===== src/rtl/core/tlb_with_aging_replacement_top_assert.svh =====
// Assertion macros for the translation buffer.
// TWAR_ASSERT is muted while reset is asserted; TWAR_ASSERT_RST also checks during reset.
`ifndef TLB_WITH_AGING_REPLACEMENT_TOP_ASSERT_SVH
`define TLB_WITH_AGING_REPLACEMENT_TOP_ASSERT_SVH
`ifndef ASSERT_OFF
`define TWAR_ASSERT(label, clk, rst_n, prop) \
    label: assert property (@(posedge clk) disable iff (!rst_n) prop) \
        else $error("twar assertion failed");
`define TWAR_ASSERT_RST(label, clk, prop) \
    label: assert property (@(posedge clk) prop) \
        else $error("twar reset assertion failed");
`else
`define TWAR_ASSERT(label, clk, rst_n, prop)
`define TWAR_ASSERT_RST(label, clk, prop)
`endif
`endif


===== src/rtl/core/twar_pkg.sv =====
package twar_pkg;

    localparam logic FUNC_LOOKUP = 1'b0;
    localparam logic FUNC_INSERT = 1'b1;

    typedef enum logic [1:0] {
        ST_IDLE,
        ST_SCAN,
        ST_LAST,
        ST_UPDATE
    } twar_state_t;

    // per-step control into the compare unit
    typedef struct packed {
        logic lookup;      // 1: page match step, 0: victim search step
        logic first;       // step on entry zero
        logic entry_valid;
        logic found;       // a match was already taken
    } cmp_ctrl_t;

endpackage


===== src/rtl/core/twar_ram.sv =====
module twar_ram import twar_pkg::*; #(
    parameter int WIDTH = 37,
    parameter int DEPTH = 16
) (
    input  logic                     clk,
    input  logic                     we,
    input  logic [$clog2(DEPTH)-1:0] waddr,
    input  logic [WIDTH-1:0]         wdata,
    input  logic                     re,
    input  logic [$clog2(DEPTH)-1:0] raddr,
    output logic [WIDTH-1:0]         rdata
);

    logic [WIDTH-1:0] mem [DEPTH];
    logic [WIDTH-1:0] rdata_reg;

    always_ff @(posedge clk) begin
        if (we) begin
            mem[waddr] <= wdata;
        end
        if (re) begin
            rdata_reg <= mem[raddr];
        end
    end

    assign rdata = rdata_reg;

endmodule


===== src/rtl/core/twar_cmp.sv =====
// Shared compare unit: one entry per step.
module twar_cmp import twar_pkg::*; #(
    parameter int PAGE_BITS = 20,
    parameter int AGE_BITS  = 16
) (
    input  cmp_ctrl_t            ctrl,
    input  logic [PAGE_BITS-1:0] entry_page,
    input  logic [PAGE_BITS-1:0] key_page,
    input  logic [AGE_BITS-1:0]  entry_age,
    input  logic [AGE_BITS-1:0]  best_age,
    output logic                 take
);

    always_comb begin
        if (ctrl.lookup) begin
            // first valid match wins
            take = !ctrl.found && ctrl.entry_valid && (entry_page == key_page);
        end else begin
            // strict less keeps lowest index on ties
            take = ctrl.first || (entry_age < best_age);
        end
    end

endmodule


===== src/rtl/core/tlb_with_aging_replacement_top.sv =====
// A new input is taken only in the idle state; the scan reads one entry per cycle
// through the single read port of the entry RAM into one shared compare unit.
// A result beat still waiting for m_ready holds the update cycle and so the next input.
// Reset (aresetn low, synchronous): all entries invalid, all ages zero, no result pending.
// Page, frame and read-only storage is not cleared; it is only read through valid entries.
`include "tlb_with_aging_replacement_top_assert.svh"

module tlb_with_aging_replacement_top import twar_pkg::*; #(
    parameter int ENTRIES    = 16,
    parameter int PAGE_BITS  = 20,
    parameter int FRAME_BITS = 16,
    parameter int AGE_BITS   = 16
) (
    input  logic                  aclk,
    input  logic                  aresetn,
    // input beat
    input  logic                  s_valid,
    output logic                  s_ready,
    input  logic                  s_func,
    input  logic [PAGE_BITS-1:0]  s_page,
    input  logic [FRAME_BITS-1:0] s_frame,
    input  logic                  s_is_write,
    input  logic                  s_read_only,
    // result beat
    output logic                  m_valid,
    input  logic                  m_ready,
    output logic                  m_hit,
    output logic [FRAME_BITS-1:0] m_found_frame
);

    localparam int IDX_W  = $clog2(ENTRIES);
    localparam int WORD_W = PAGE_BITS + FRAME_BITS + 1;
    localparam logic [IDX_W-1:0]    IDX_LAST = IDX_W'(ENTRIES - 1);
    localparam logic [AGE_BITS-1:0] AGE_TOP  = {1'b1, {(AGE_BITS-1){1'b0}}};

    // sequencer
    twar_state_t state_reg, state_next;
    logic [IDX_W-1:0] cnt_reg;       // RAM read address during scan
    logic [IDX_W-1:0] cmp_idx_reg;   // entry whose read data is on the bus
    logic             cmp_vld_reg;

    // latched item
    logic                  func_reg;
    logic [PAGE_BITS-1:0]  page_reg;
    logic [FRAME_BITS-1:0] frame_reg;
    logic                  wr_reg;
    logic                  ro_reg;

    // scan results
    logic                  found_reg;
    logic [IDX_W-1:0]      sel_idx_reg;    // hit entry or victim
    logic [AGE_BITS-1:0]   best_age_reg;
    logic [FRAME_BITS-1:0] hit_frame_reg;

    // per-entry state kept in flops
    logic [ENTRIES-1:0]  valid_reg, valid_next;
    logic [AGE_BITS-1:0] age_reg  [ENTRIES];
    logic [AGE_BITS-1:0] age_next [ENTRIES];

    // result register
    logic                  m_valid_reg;
    logic                  m_hit_reg;
    logic [FRAME_BITS-1:0] m_frame_reg;

    logic s_fire, out_free, commit;
    logic scan_issue;

    // RAM interface
    logic              ram_we;
    logic [IDX_W-1:0]  ram_waddr;
    logic [WORD_W-1:0] ram_wdata, ram_rdata;
    logic [PAGE_BITS-1:0]  rd_page;
    logic [FRAME_BITS-1:0] rd_frame;

    cmp_ctrl_t cmp_ctrl;
    logic      cmp_take;

    // assertion helpers
    logic ins_commit;
    logic victim_filled;

    assign s_fire   = s_valid && s_ready;
    assign out_free = !m_valid_reg || m_ready;

    // ---------------- next state ----------------
    always_comb begin
        state_next = state_reg;
        unique case (state_reg)
            ST_IDLE:   if (s_valid) state_next = ST_SCAN;
            ST_SCAN:   if (cnt_reg == IDX_LAST) state_next = ST_LAST;
            ST_LAST:   state_next = ST_UPDATE;
            ST_UPDATE: if (out_free) state_next = ST_IDLE;
            default:   state_next = ST_IDLE;
        endcase
    end

    // ---------------- sequencer outputs ----------------
    always_comb begin
        s_ready    = 1'b0;
        scan_issue = 1'b0;
        commit     = 1'b0;
        unique case (state_reg)
            ST_IDLE:   s_ready    = 1'b1;
            ST_SCAN:   scan_issue = 1'b1;
            ST_LAST:   ;
            ST_UPDATE: commit     = out_free;
            default:   ;
        endcase
    end

    // ---------------- entry RAM: {page, frame, read_only} ----------------
    twar_ram #(
        .WIDTH(WORD_W),
        .DEPTH(ENTRIES)
    ) u_ram (
        .clk  (aclk),
        .we   (ram_we),
        .waddr(ram_waddr),
        .wdata(ram_wdata),
        .re   (scan_issue),
        .raddr(cnt_reg),
        .rdata(ram_rdata)
    );

    assign rd_page  = ram_rdata[WORD_W-1 -: PAGE_BITS];
    assign rd_frame = ram_rdata[1 +: FRAME_BITS];

    // write hit clears read-only; insert fills the victim
    always_comb begin
        ram_waddr = sel_idx_reg;
        if (func_reg == FUNC_INSERT) begin
            ram_we    = commit;
            ram_wdata = {page_reg, frame_reg, ro_reg};
        end else begin
            ram_we    = commit && found_reg && wr_reg;
            ram_wdata = {page_reg, hit_frame_reg, 1'b0};
        end
    end

    // ---------------- shared compare unit ----------------
    assign cmp_ctrl.lookup      = (func_reg == FUNC_LOOKUP);
    assign cmp_ctrl.first       = (cmp_idx_reg == '0);
    assign cmp_ctrl.entry_valid = valid_reg[cmp_idx_reg];
    assign cmp_ctrl.found       = found_reg;

    twar_cmp #(
        .PAGE_BITS(PAGE_BITS),
        .AGE_BITS (AGE_BITS)
    ) u_cmp (
        .ctrl      (cmp_ctrl),
        .entry_page(rd_page),
        .key_page  (page_reg),
        .entry_age (age_reg[cmp_idx_reg]),
        .best_age  (best_age_reg),
        .take      (cmp_take)
    );

    // ---------------- aging and fill ----------------
    // ages stay frozen during the scan, so the victim search sees pre-aging values
    always_comb begin
        valid_next = valid_reg;
        for (int i = 0; i < ENTRIES; i++) begin
            age_next[i] = age_reg[i];
        end
        if (commit) begin
            for (int i = 0; i < ENTRIES; i++) begin
                age_next[i] = age_reg[i] >> 1;
            end
            if (func_reg == FUNC_INSERT) begin
                age_next[sel_idx_reg]   = AGE_TOP;
                valid_next[sel_idx_reg] = 1'b1;
            end else if (found_reg) begin
                age_next[sel_idx_reg] = age_next[sel_idx_reg] | AGE_TOP;
            end
        end
    end

    // ---------------- control registers ----------------
    always_ff @(posedge aclk) begin
        if (!aresetn) begin
            state_reg   <= ST_IDLE;
            cnt_reg     <= '0;
            cmp_vld_reg <= 1'b0;
            found_reg   <= 1'b0;
            valid_reg   <= '0;
            m_valid_reg <= 1'b0;
            for (int i = 0; i < ENTRIES; i++) begin
                age_reg[i] <= '0;
            end
        end else begin
            state_reg   <= state_next;
            cmp_vld_reg <= scan_issue;
            valid_reg   <= valid_next;
            for (int i = 0; i < ENTRIES; i++) begin
                age_reg[i] <= age_next[i];
            end
            if (s_fire) begin
                cnt_reg   <= '0;
                found_reg <= 1'b0;
            end else if (scan_issue) begin
                cnt_reg <= cnt_reg + 1'b1;
            end
            if (cmp_vld_reg && cmp_take && (func_reg == FUNC_LOOKUP)) begin
                found_reg <= 1'b1;
            end
            if (commit) begin
                m_valid_reg <= 1'b1;
            end else if (m_ready) begin
                m_valid_reg <= 1'b0;
            end
        end
    end

    // ---------------- payload registers ----------------
    always_ff @(posedge aclk) begin
        if (s_fire) begin
            func_reg  <= s_func;
            page_reg  <= s_page;
            frame_reg <= s_frame;
            wr_reg    <= s_is_write;
            ro_reg    <= s_read_only;
        end
        cmp_idx_reg <= cnt_reg;
        if (cmp_vld_reg && cmp_take) begin
            sel_idx_reg   <= cmp_idx_reg;
            best_age_reg  <= age_reg[cmp_idx_reg];
            hit_frame_reg <= rd_frame;
        end
        if (commit) begin
            m_hit_reg   <= (func_reg == FUNC_LOOKUP) && found_reg;
            m_frame_reg <= ((func_reg == FUNC_LOOKUP) && found_reg) ? hit_frame_reg : '0;
        end
    end

    assign m_valid       = m_valid_reg;
    assign m_hit         = m_hit_reg;
    assign m_found_frame = m_frame_reg;

    // ---------------- assertions ----------------
    // sel_idx_reg holds still in the idle cycle after an update
    assign ins_commit    = commit && (func_reg == FUNC_INSERT);
    assign victim_filled = valid_reg[sel_idx_reg] && (age_reg[sel_idx_reg] == AGE_TOP);

    `TWAR_ASSERT(a_busy_after_beat, aclk, aresetn, s_fire |=> !s_ready)
    `TWAR_ASSERT(a_found_only_lookup, aclk, aresetn, found_reg |-> (func_reg == FUNC_LOOKUP))
    `TWAR_ASSERT(a_insert_fills, aclk, aresetn, ins_commit |=> victim_filled)
    `TWAR_ASSERT_RST(a_reset_clears_out, aclk, !aresetn |=> !m_valid_reg)

endmodule

===== config.mk =====
export PLATFORM = sky130hd
export DESIGN_NAME = tlb_with_aging_replacement_top
export DESIGN_NICKNAME = d
export VERILOG_FILES = /design/src/rtl/core/twar_pkg.sv /design/src/rtl/core/twar_ram.sv /design/src/rtl/core/twar_cmp.sv /design/src/rtl/core/tlb_with_aging_replacement_top.sv
export VERILOG_INCLUDE_DIRS = /design/src /design/src/rtl/core
export SDC_FILE = /design/constraint.sdc
export NUM_CORES = 1
export LEC_CHECK = 0
export BUFFER_PORTS_ARGS = -buffer_cell sky130_fd_sc_hd__buf_2
export CAP_MARGIN = 20
export CORE_MARGIN = 3
export CORE_UTILIZATION = 50
export CTS_CLUSTER_DIAMETER = 50
export DETAILED_ROUTE_END_ITERATION = 10
export PLACE_DENSITY = 0.63
export SYNTH_ARGS = -nofsm -noshare
export SYNTH_HDL_FRONTEND = slang
export SYNTH_HIERARCHICAL = 1
export SYNTH_SLANG_ARGS = --single-unit

===== constraint.sdc =====
create_clock -name aclk -period 10.9 [get_ports aclk]
set_input_delay 0 -clock aclk [delete_from_list [all_inputs] [get_ports aclk]]
set_output_delay 0 -clock aclk [all_outputs]
set_load 0.005 [all_outputs]

==> qor.json, run 1 <==
{
  "run_status": {
    "outcome": "finished, violations left",
    "failed_checks": "design-rule violations"
  },
  "sta": {
    "hold_viol_final": 0,
    "timing.slew.headroom_pct": 24.6,
    "tightest_slew_ps": 1130,
    "max_clock_freq_mhz": 195,
    "grt_setup_unrepaired": "false",
    "setup_tns_ps": 0,
    "timing.final.ws_setup_ps": 5780,
    "fin_skew_ps": 61.1,
    "setup_viol_count_final": 0,
    "timing.final.crit_share_pct": 47.0,
    "layout_min_cycle_time_ps": 5120,
    "slew_violations": 0
  },
  "global_route": {
    "grt_start_max_net_pins": 192,
    "grt_first_pass_wirelength_um": 132000,
    "grt_overflow_total": 0,
    "grt.total_usage_pct": 21.4,
    "vias_in_the_first_global_route": 21500,
    "antenna_found_initial": 1
  },
  "min_path": {
    "worstHoldPathType": "primary input to flop",
    "whs_path_depth": 2,
    "holdCritStartpoint": "s_page[14]",
    "min_delay_worst_endpoint": "page_reg[14]$_DFFE_PP_"
  },
  "clock_tree": {
    "cts_inserted_buffers": 108,
    "post-cts-setup-buffers": 0,
    "clock_insertion_delay_worst_skew_ps": 680,
    "clock_path_buffers": 3,
    "cts_root_buffer": "sky130_fd_sc_hd__clkbuf_16",
    "tritoncts": "done",
    "cts-htree-levels": 3,
    "sink_count_of_the_clock_tree": 988,
    "cts_clock_pin_slew_for_the_worst_setup_and_hold_paths_ps": 60
  },
  "setup_path": {
    "timing.rr.start": "cmp_idx_reg[0]$_DFF_P_",
    "max_stage_delay_ps": 690,
    "worstSetupEndpointType": "flop",
    "timing.critical_path.fanout_max": 37,
    "worst_ep_required_time_ps": 11250,
    "timing.setup.critical_path_class": "flop to flop",
    "r2r-end": "hit_frame_reg[6]$_DFFE_PN_",
    "rr_worst_depth": 13,
    "worst_path_cell_chain": "buf_4 -> buf_4 -> mux4_2 -> o22ai_1 -> nor2_1 -> ha_1 -> o21ai_0 -> o21ai_1 -> a21oi_1 -> nor3_1 -> o41ai_2 -> and2_2 -> buf_12",
    "r2r_setup_slack_ps": 5780,
    "worstPathArrival_ps": 5470,
    "worstSetupStartpointType": "flop",
    "cpMaxStageDelayCell": "sky130_fd_sc_hd__buf_4",
    "crit_top_cell": "sky130_fd_sc_hd__buf_4"
  },
  "die": {
    "initial_core_util_pct": 50.6,
    "die_x_um": 284,
    "floorplan.die_area_um2": 80600,
    "std_cell_rows": 101,
    "die_h_um": 284,
    "num_io_pins": 62,
    "core_area_um2": 76200
  },
  "route": {
    "firstDrtPassIters": 9,
    "route.antenna.remaining_nets": 0,
    "drt_drc_violations_left": 1,
    "via_per_inst": 5.99,
    "drt_first_iter_violations": 1893,
    "detailroute.via_count": 21300,
    "post_drt_wl_per_cell_um": 24.2,
    "drt_wl_total_um": 85700
  },
  "layout": {
    "n_diodes": 0,
    "area.sequential_um2": 26800,
    "mostFrequentLayoutCells": "703 x sky130_fd_sc_hd__edfxtp_1, 335 x sky130_fd_sc_hd__a22oi_1, 295 x sky130_fd_sc_hd__nor2_1",
    "layout-drive-gt1-share_pct": 21.9,
    "num-fill-cells": 5799,
    "areaGrowthSynthToFinish_pct": 13.5,
    "num-nets-final": 2488,
    "multiInputGateArea_um2": 10900,
    "layout_commonest_cell": "sky130_fd_sc_hd__edfxtp_1",
    "largest_reg_flops": 576,
    "design_area_um2": 43800
  },
  "power": {
    "power.ir.vdd_worst_uv": 159,
    "overall_power_mw": 9.32,
    "power.leakage_nw": 14.0,
    "cellPowerDensity_nw_per_um2": 213
  },
  "place": {
    "io_buffers": 60,
    "finalWeightedCongestion": 0.772,
    "pre_cts_ws_ps": 5390,
    "hpwlAfterDp_um": 45800,
    "placed_area_um2": 39700
  },
  "job": {
    "max_cap_viol_count": 0
  },
  "logic_synthesis": {
    "synthesis.area_per_instance_um2": 16.6,
    "yosys_warnings": 6,
    "synthesis.area_um2": 38600,
    "syn-instance-count": 2326,
    "syn_nets": 2390
  }
}
per-layer routing:
layer	up-vias	track usage (%)	wire [µm]
met5	-	0	0
met3	139	3.60	5620
li1	9409	-	-
met4	0	6.76	2030
met2	680	35.2	42600
met1	11000	29.3	35500
critical path: cells and delay by family (launching register included):
kind	cells	cell delay [ps]
AND/OR/NAND/NOR	3	720
flip-flops	1	550
AO/OA/AOI/OAI	5	1020
buffers and inverters	3	1540
multiplexers	1	620
adder cells (fa/ha/maj)	1	290
worst max-delay path by stage:
stage | start | endpoint | slack, ps | cells after the start
after global routing | cmp_idx_reg[0]$_DFF_P_ | found_reg$_SDFFE_PN0P_ | 5400 | 15
after detailed placement | cmp_idx_reg[0]$_DFF_P_ | hit_frame_reg[12]$_DFFE_PN_ | 5390 | 12
final | cmp_idx_reg[0]$_DFF_P_ | hit_frame_reg[6]$_DFFE_PN_ | 5780 | 13
after CTS | cmp_idx_reg[0]$_DFF_P_ | hit_frame_reg[6]$_DFFE_PN_ | 5410 | 12
after floorplan | state_reg[0]$_SDFFE_PN0P_ | u_ram/mem[0][10]$_DFFE_PP_ | 6130 | 8
after global placement | cmp_idx_reg[0]$_DFF_P_ | hit_frame_reg[12]$_DFFE_PN_ | 5400 | 12
final cells by class:
type	instances	share of cell area, %
clock buffer	136	6.72
tap	1030	2.94
sequential	988	61.2
inverter	24	0.223
timing repair buffer	149	2.53
multi-input combinational	1153	24.8
clock inverter	67	1.53
stage by stage:
step / util, % / instances / hold slack [ps]
floorplan: - / 2326 / 98.9
global placement: 52.1 / 3296 / 177
detailed placement: 52.1 / 3297 / 178
CTS: 57.4 / 3544 / 0.523
global route: 57.5 / 3547 / 16.2
finish: 57.5 / 3547 / 30.4
timing repair:
action                                  CTS  global route
hold buffers                             44             0
resized for setup                         0             0
endpoints found under the setup margin    0             0
endpoints found under the hold margin    46             0
report_power, final:
| part | switching [mW] | internal, mW |
|---|---|---|
| logic | 0.693 | 0.477 |
| clock network | 1.48 | 2.14 |
| registers | 0.176 | 4.35 |
| total | 2.35 | 6.97 |
Power figures use the tool's default switching activity.
==> run 2, diff against run 1 <==
Settings changed: ABC_AREA from default to 1.
Clock period 10.9 ns to 4.93 ns, I/O delays scaled along.
==> qor.json, run 2 <==
{
  "sta": {
    "grt_setup_unrepaired": {"value": "false", "change": "unchanged"},
    "timing.final.crit_share": {"value": 81.1, "unit": "%", "change": "was 47.0%"},
    "layout_min_cycle_time": {"value": 4000, "unit": "ps", "change": "was 5120 ps"},
    "slew_violations": {"value": 0, "change": "unchanged"},
    "worst_hold_slack": {"value": 46.1, "unit": "ps", "change": "was 30.4 ps"},
    "timing.slew.headroom": {"value": 28.1, "unit": "%", "change": "was 24.6%"},
    "timing.final.ws_setup": {"value": 932, "unit": "ps", "change": "was 5780 ps"},
    "setup_tns": {"value": 0, "unit": "ps", "change": "unchanged"},
    "fin_skew": {"value": 45.9, "unit": "ps", "change": "was 61.1 ps"},
    "tightest_slew": {"value": 1080, "unit": "ps", "change": "was 1130 ps"},
    "setup_viol_count_final": {"value": 0, "change": "unchanged"},
    "max_clock_freq": {"value": 250, "unit": "MHz", "change": "was 195 MHz"},
    "hold_viol_final": {"value": 0, "change": "unchanged"}
  },
  "logic_synthesis": {
    "syn-instance-count": {"value": 5591, "change": "was 2326"},
    "syn_nets": {"value": 5655, "change": "was 2390"},
    "synthesis.area": {"value": 46800, "unit": "µm²", "change": "was 38600 µm²"},
    "yosys_warnings": {"value": 6, "change": "unchanged"},
    "synthesis.area_per_instance": {"value": 8.37, "unit": "µm²", "change": "was 16.6 µm²"}
  },
  "layout": {
    "layout-drive-gt1-share": {"value": 6.03, "unit": "%", "change": "was 21.9%"},
    "num-nets-final": {"value": 5655, "change": "was 2488"},
    "layout_commonest_cell": {"value": "sky130_fd_sc_hd__nand2_1", "change": "was sky130_fd_sc_hd__edfxtp_1"},
    "areaGrowthSynthToFinish": {"value": 11.6, "unit": "%", "change": "was 13.5%"},
    "num-fill-cells": {"value": 8268, "change": "was 5799"},
    "design_area": {"value": 52200, "unit": "µm²", "change": "was 43800 µm²"},
    "largest_reg_flops": {"value": 576, "change": "unchanged"},
    "layoutNonFillerInstCount": {"value": 6930, "change": "was 3547"},
    "mostFrequentLayoutCells": {"value": "1697 x sky130_fd_sc_hd__nand2_1, 1074 x sky130_fd_sc_hd__nand3_1, 1011 x sky130_fd_sc_hd__inv_1", "change": "was 703 x sky130_fd_sc_hd__edfxtp_1, 335 x sky130_fd_sc_hd__a22oi_1, 295 x sky130_fd_sc_hd__nor2_1"}
  },
  "die": {
    "floorplan.die_area": {"value": 97300, "unit": "µm²", "change": "was 80600 µm²"},
    "num_io_pins": {"value": 62, "change": "unchanged"},
    "core_area": {"value": 92200, "unit": "µm²", "change": "was 76200 µm²"},
    "std_cell_rows": {"value": 111, "change": "was 101"},
    "initial_core_util": {"value": 50.7, "unit": "%", "change": "was 50.6%"},
    "die_x": {"value": 312, "unit": "µm", "change": "was 284 µm"},
    "die_h": {"value": 312, "unit": "µm", "change": "was 284 µm"}
  },
  "place": {
    "placed_area": {"value": 47800, "unit": "µm²", "change": "was 39700 µm²"},
    "hpwlAfterDp": {"value": 62200, "unit": "µm", "change": "was 45800 µm"},
    "io_buffers": {"value": 60, "change": "unchanged"},
    "place.detailed.instances": {"value": 6639, "change": "was 3297"},
    "pre_cts_ws": {"value": 953, "unit": "ps", "change": "was 5390 ps"},
    "finalWeightedCongestion": {"value": 0.793, "change": "was 0.772"}
  },
  "route": {
    "firstDrtPassIters": {"value": 5, "change": "was 9"},
    "drt_first_iter_violations": {"value": 3258, "change": "was 1893"},
    "post_drt_wl_per_cell": {"value": 17.3, "unit": "µm", "change": "was 24.2 µm"},
    "route.antenna.remaining_nets": {"value": 0, "change": "unchanged"},
    "drt_drc_violations_left": {"value": 0, "change": "was 1"},
    "detailroute.via_count": {"value": 35700, "change": "was 21300"},
    "drt_wl_total": {"value": 120000, "unit": "µm", "change": "was 85700 µm"},
    "via_per_inst": {"value": 5.16, "change": "was 5.99"}
  },
  "power": {
    "power.leakage": {"value": 22.6, "unit": "nW", "change": "was 14.0 nW"},
    "cellPowerDensity": {"value": 458, "unit": "nW/µm²", "change": "was 213 nW/µm²"},
    "power.ir.vdd_worst": {"value": 309, "unit": "µV", "change": "was 159 µV"}
  },
  "clock_tree": {
    "tritoncts": {"value": "done", "change": "unchanged"},
    "cts_root_buffer": {"value": "sky130_fd_sc_hd__clkbuf_16", "change": "unchanged"},
    "clock_path_buffers": {"value": 3, "change": "unchanged"},
    "cts_clock_pin_slew_for_the_worst_setup_and_hold_paths": {"value": 60, "unit": "ps", "change": "about the same"},
    "ctsResizeCount": {"value": 0, "change": "unchanged"},
    "clock_insertion_delay_worst_skew": {"value": 710, "unit": "ps", "change": "was 680 ps"},
    "post-cts-setup-buffers": {"value": 0, "change": "unchanged"},
    "cts_inserted_buffers": {"value": 115, "change": "was 108"},
    "sink_count_of_the_clock_tree": {"value": 988, "change": "unchanged"},
    "cts_hold_buf": {"value": 78, "change": "was 44"},
    "cts-htree-levels": {"value": 3, "change": "unchanged"}
  },
  "global_route": {
    "grt_overflow_total": {"value": 0, "change": "unchanged"},
    "vias_in_the_first_global_route": {"value": 33200, "change": "was 21500"},
    "antenna_found_initial": {"value": 1, "change": "unchanged"},
    "grt_start_max_net_pins": {"value": 194, "change": "was 192"},
    "grt.total_usage": {"value": 24.2, "unit": "%", "change": "was 21.4%"},
    "grt_first_pass_wirelength": {"value": 187000, "unit": "µm", "change": "was 132000 µm"}
  },
  "setup_path": {
    "timing.setup.critical_path_class": {"value": "flop to flop", "change": "unchanged"},
    "worstPathArrival": {"value": 4400, "unit": "ps", "change": "was 5470 ps"},
    "cpMaxStageDelayCell": {"value": "sky130_fd_sc_hd__inv_4", "change": "was sky130_fd_sc_hd__buf_4"},
    "worstSetupStartpointType": {"value": "flop", "change": "unchanged"},
    "max_stage_delay": {"value": 510, "unit": "ps", "change": "was 690 ps"},
    "critPathLaunch": {"value": "cmp_idx_reg[0]$_DFF_P_", "change": "unchanged"},
    "timing.rr.start": {"value": "cmp_idx_reg[0]$_DFF_P_", "change": "unchanged"},
    "worst_path_cell_chain": {"value": "inv_4 -> buf_12 -> nand2_1 -> nand3_1 -> nand3_1 -> nand3_1 -> nand2_1 -> ha_1 -> a21oi_1 -> o21a_1 -> nand2_1 -> nand2_1 -> nand2_1 -> nand2_1 -> nand2_1 -> nand2_1 -> nand2_1 -> inv_2 -> buf_12", "change": "was buf_4 -> buf_4 -> mux4_2 -> o22ai_1 -> nor2_1 -> ha_1 -> o21ai_0 -> o21ai_1 -> a21oi_1 -> nor3_1 -> o41ai_2 -> and2_2 -> buf_12"},
    "timing.critical_path.fanout_max": {"value": 47, "change": "was 37"},
    "rr_worst_depth": {"value": 19, "change": "was 13"},
    "r2r_setup_slack": {"value": 930, "unit": "ps", "change": "was 5780 ps"},
    "r2r-end": {"value": "hit_frame_reg[10]$_DFFE_PN_", "change": "was hit_frame_reg[6]$_DFFE_PN_"},
    "crit_top_cell": {"value": "sky130_fd_sc_hd__nand2_1", "change": "was sky130_fd_sc_hd__buf_4"},
    "worstSetupEndpointType": {"value": "flop", "change": "unchanged"},
    "worst_ep_required_time": {"value": 5330, "unit": "ps", "change": "was 11250 ps"}
  },
  "min_path": {
    "worstHoldPathType": {"value": "primary input to flop", "change": "unchanged"},
    "holdCritStartpoint": {"value": "s_page[6]", "change": "was s_page[14]"},
    "min_delay_worst_endpoint": {"value": "page_reg[6]$_DFFE_PP_", "change": "was page_reg[14]$_DFFE_PP_"},
    "whs_path_depth": {"value": 2, "change": "unchanged"}
  },
  "job": {
    "max_cap_viol_count": {"value": 0, "change": "unchanged"}
  },
  "run_status": {
    "outcome": {"value": "completed", "change": "was finished, violations left"}
  }
}
run 2: critical path, delay by kind of cell, from the launching register on:
kind | cells | cell delay [ps]
DFF | 1 | 470
buffers and inverters | 4 | 1500
adders and majority gates | 1 | 320
AOI/OAI and AO/OA | 2 | 260
and+or+nand+nor | 12 | 1060
run 2: cell type report:
type | count | area [µm²] | share of cell area (%)
diodes | 1 | 2.50 | 0.00479
clock buffers | 151 | 3050 | 5.85
clock inverters | 61 | 581 | 1.11
inverters | 1025 | 3880 | 7.44
multi-input cells | 3247 | 14500 | 27.7
flip-flops and latches | 988 | 26800 | 51.4
well taps | 1243 | 1560 | 2.98
repair buffers | 214 | 1830 | 3.50
run 2: power breakdown:
group	total [mW]	internal, mW	switching, mW	leakage, nW
logic	5.21	1.64	3.57	12.1
registers	10.5	9.96	0.575	8.68
clock network	8.17	4.73	3.44	1.74
total	23.9	16.3	7.59	22.6
run 2: metrics by stage:
step                util [%]  total power, mW
floorplan                  -             14.5
global placement        51.8             15.7
detailed placement      51.8             15.8
CTS                     56.6             24.1
global route            56.6             25.2
finish                  56.6             23.9
run 2: how the worst max path moves through the flow:
stage	end	cells past startpoint	slack (ps)
final	hit_frame_reg[10]$_DFFE_PN_	19	930
after global routing	hit_frame_reg[5]$_DFFE_PN_	18	660
after CTS	hit_frame_reg[5]$_DFFE_PN_	19	950
after detailed placement	hit_frame_reg[9]$_DFFE_PN_	18	950
after global placement	hit_frame_reg[9]$_DFFE_PN_	20	1000
after floorplan	u_ram/mem[12][10]$_DFFE_PP_	7	1600
run 2: per-layer routing:
metal  vias up  GRT usage [%]  share of wire, %
met2      1068           41.3                49
met5         -              0                 0
met4         0           7.55               2.8
li1      17800              -                 -
met3       209           3.25               6.0
met1     16700           32.0                43
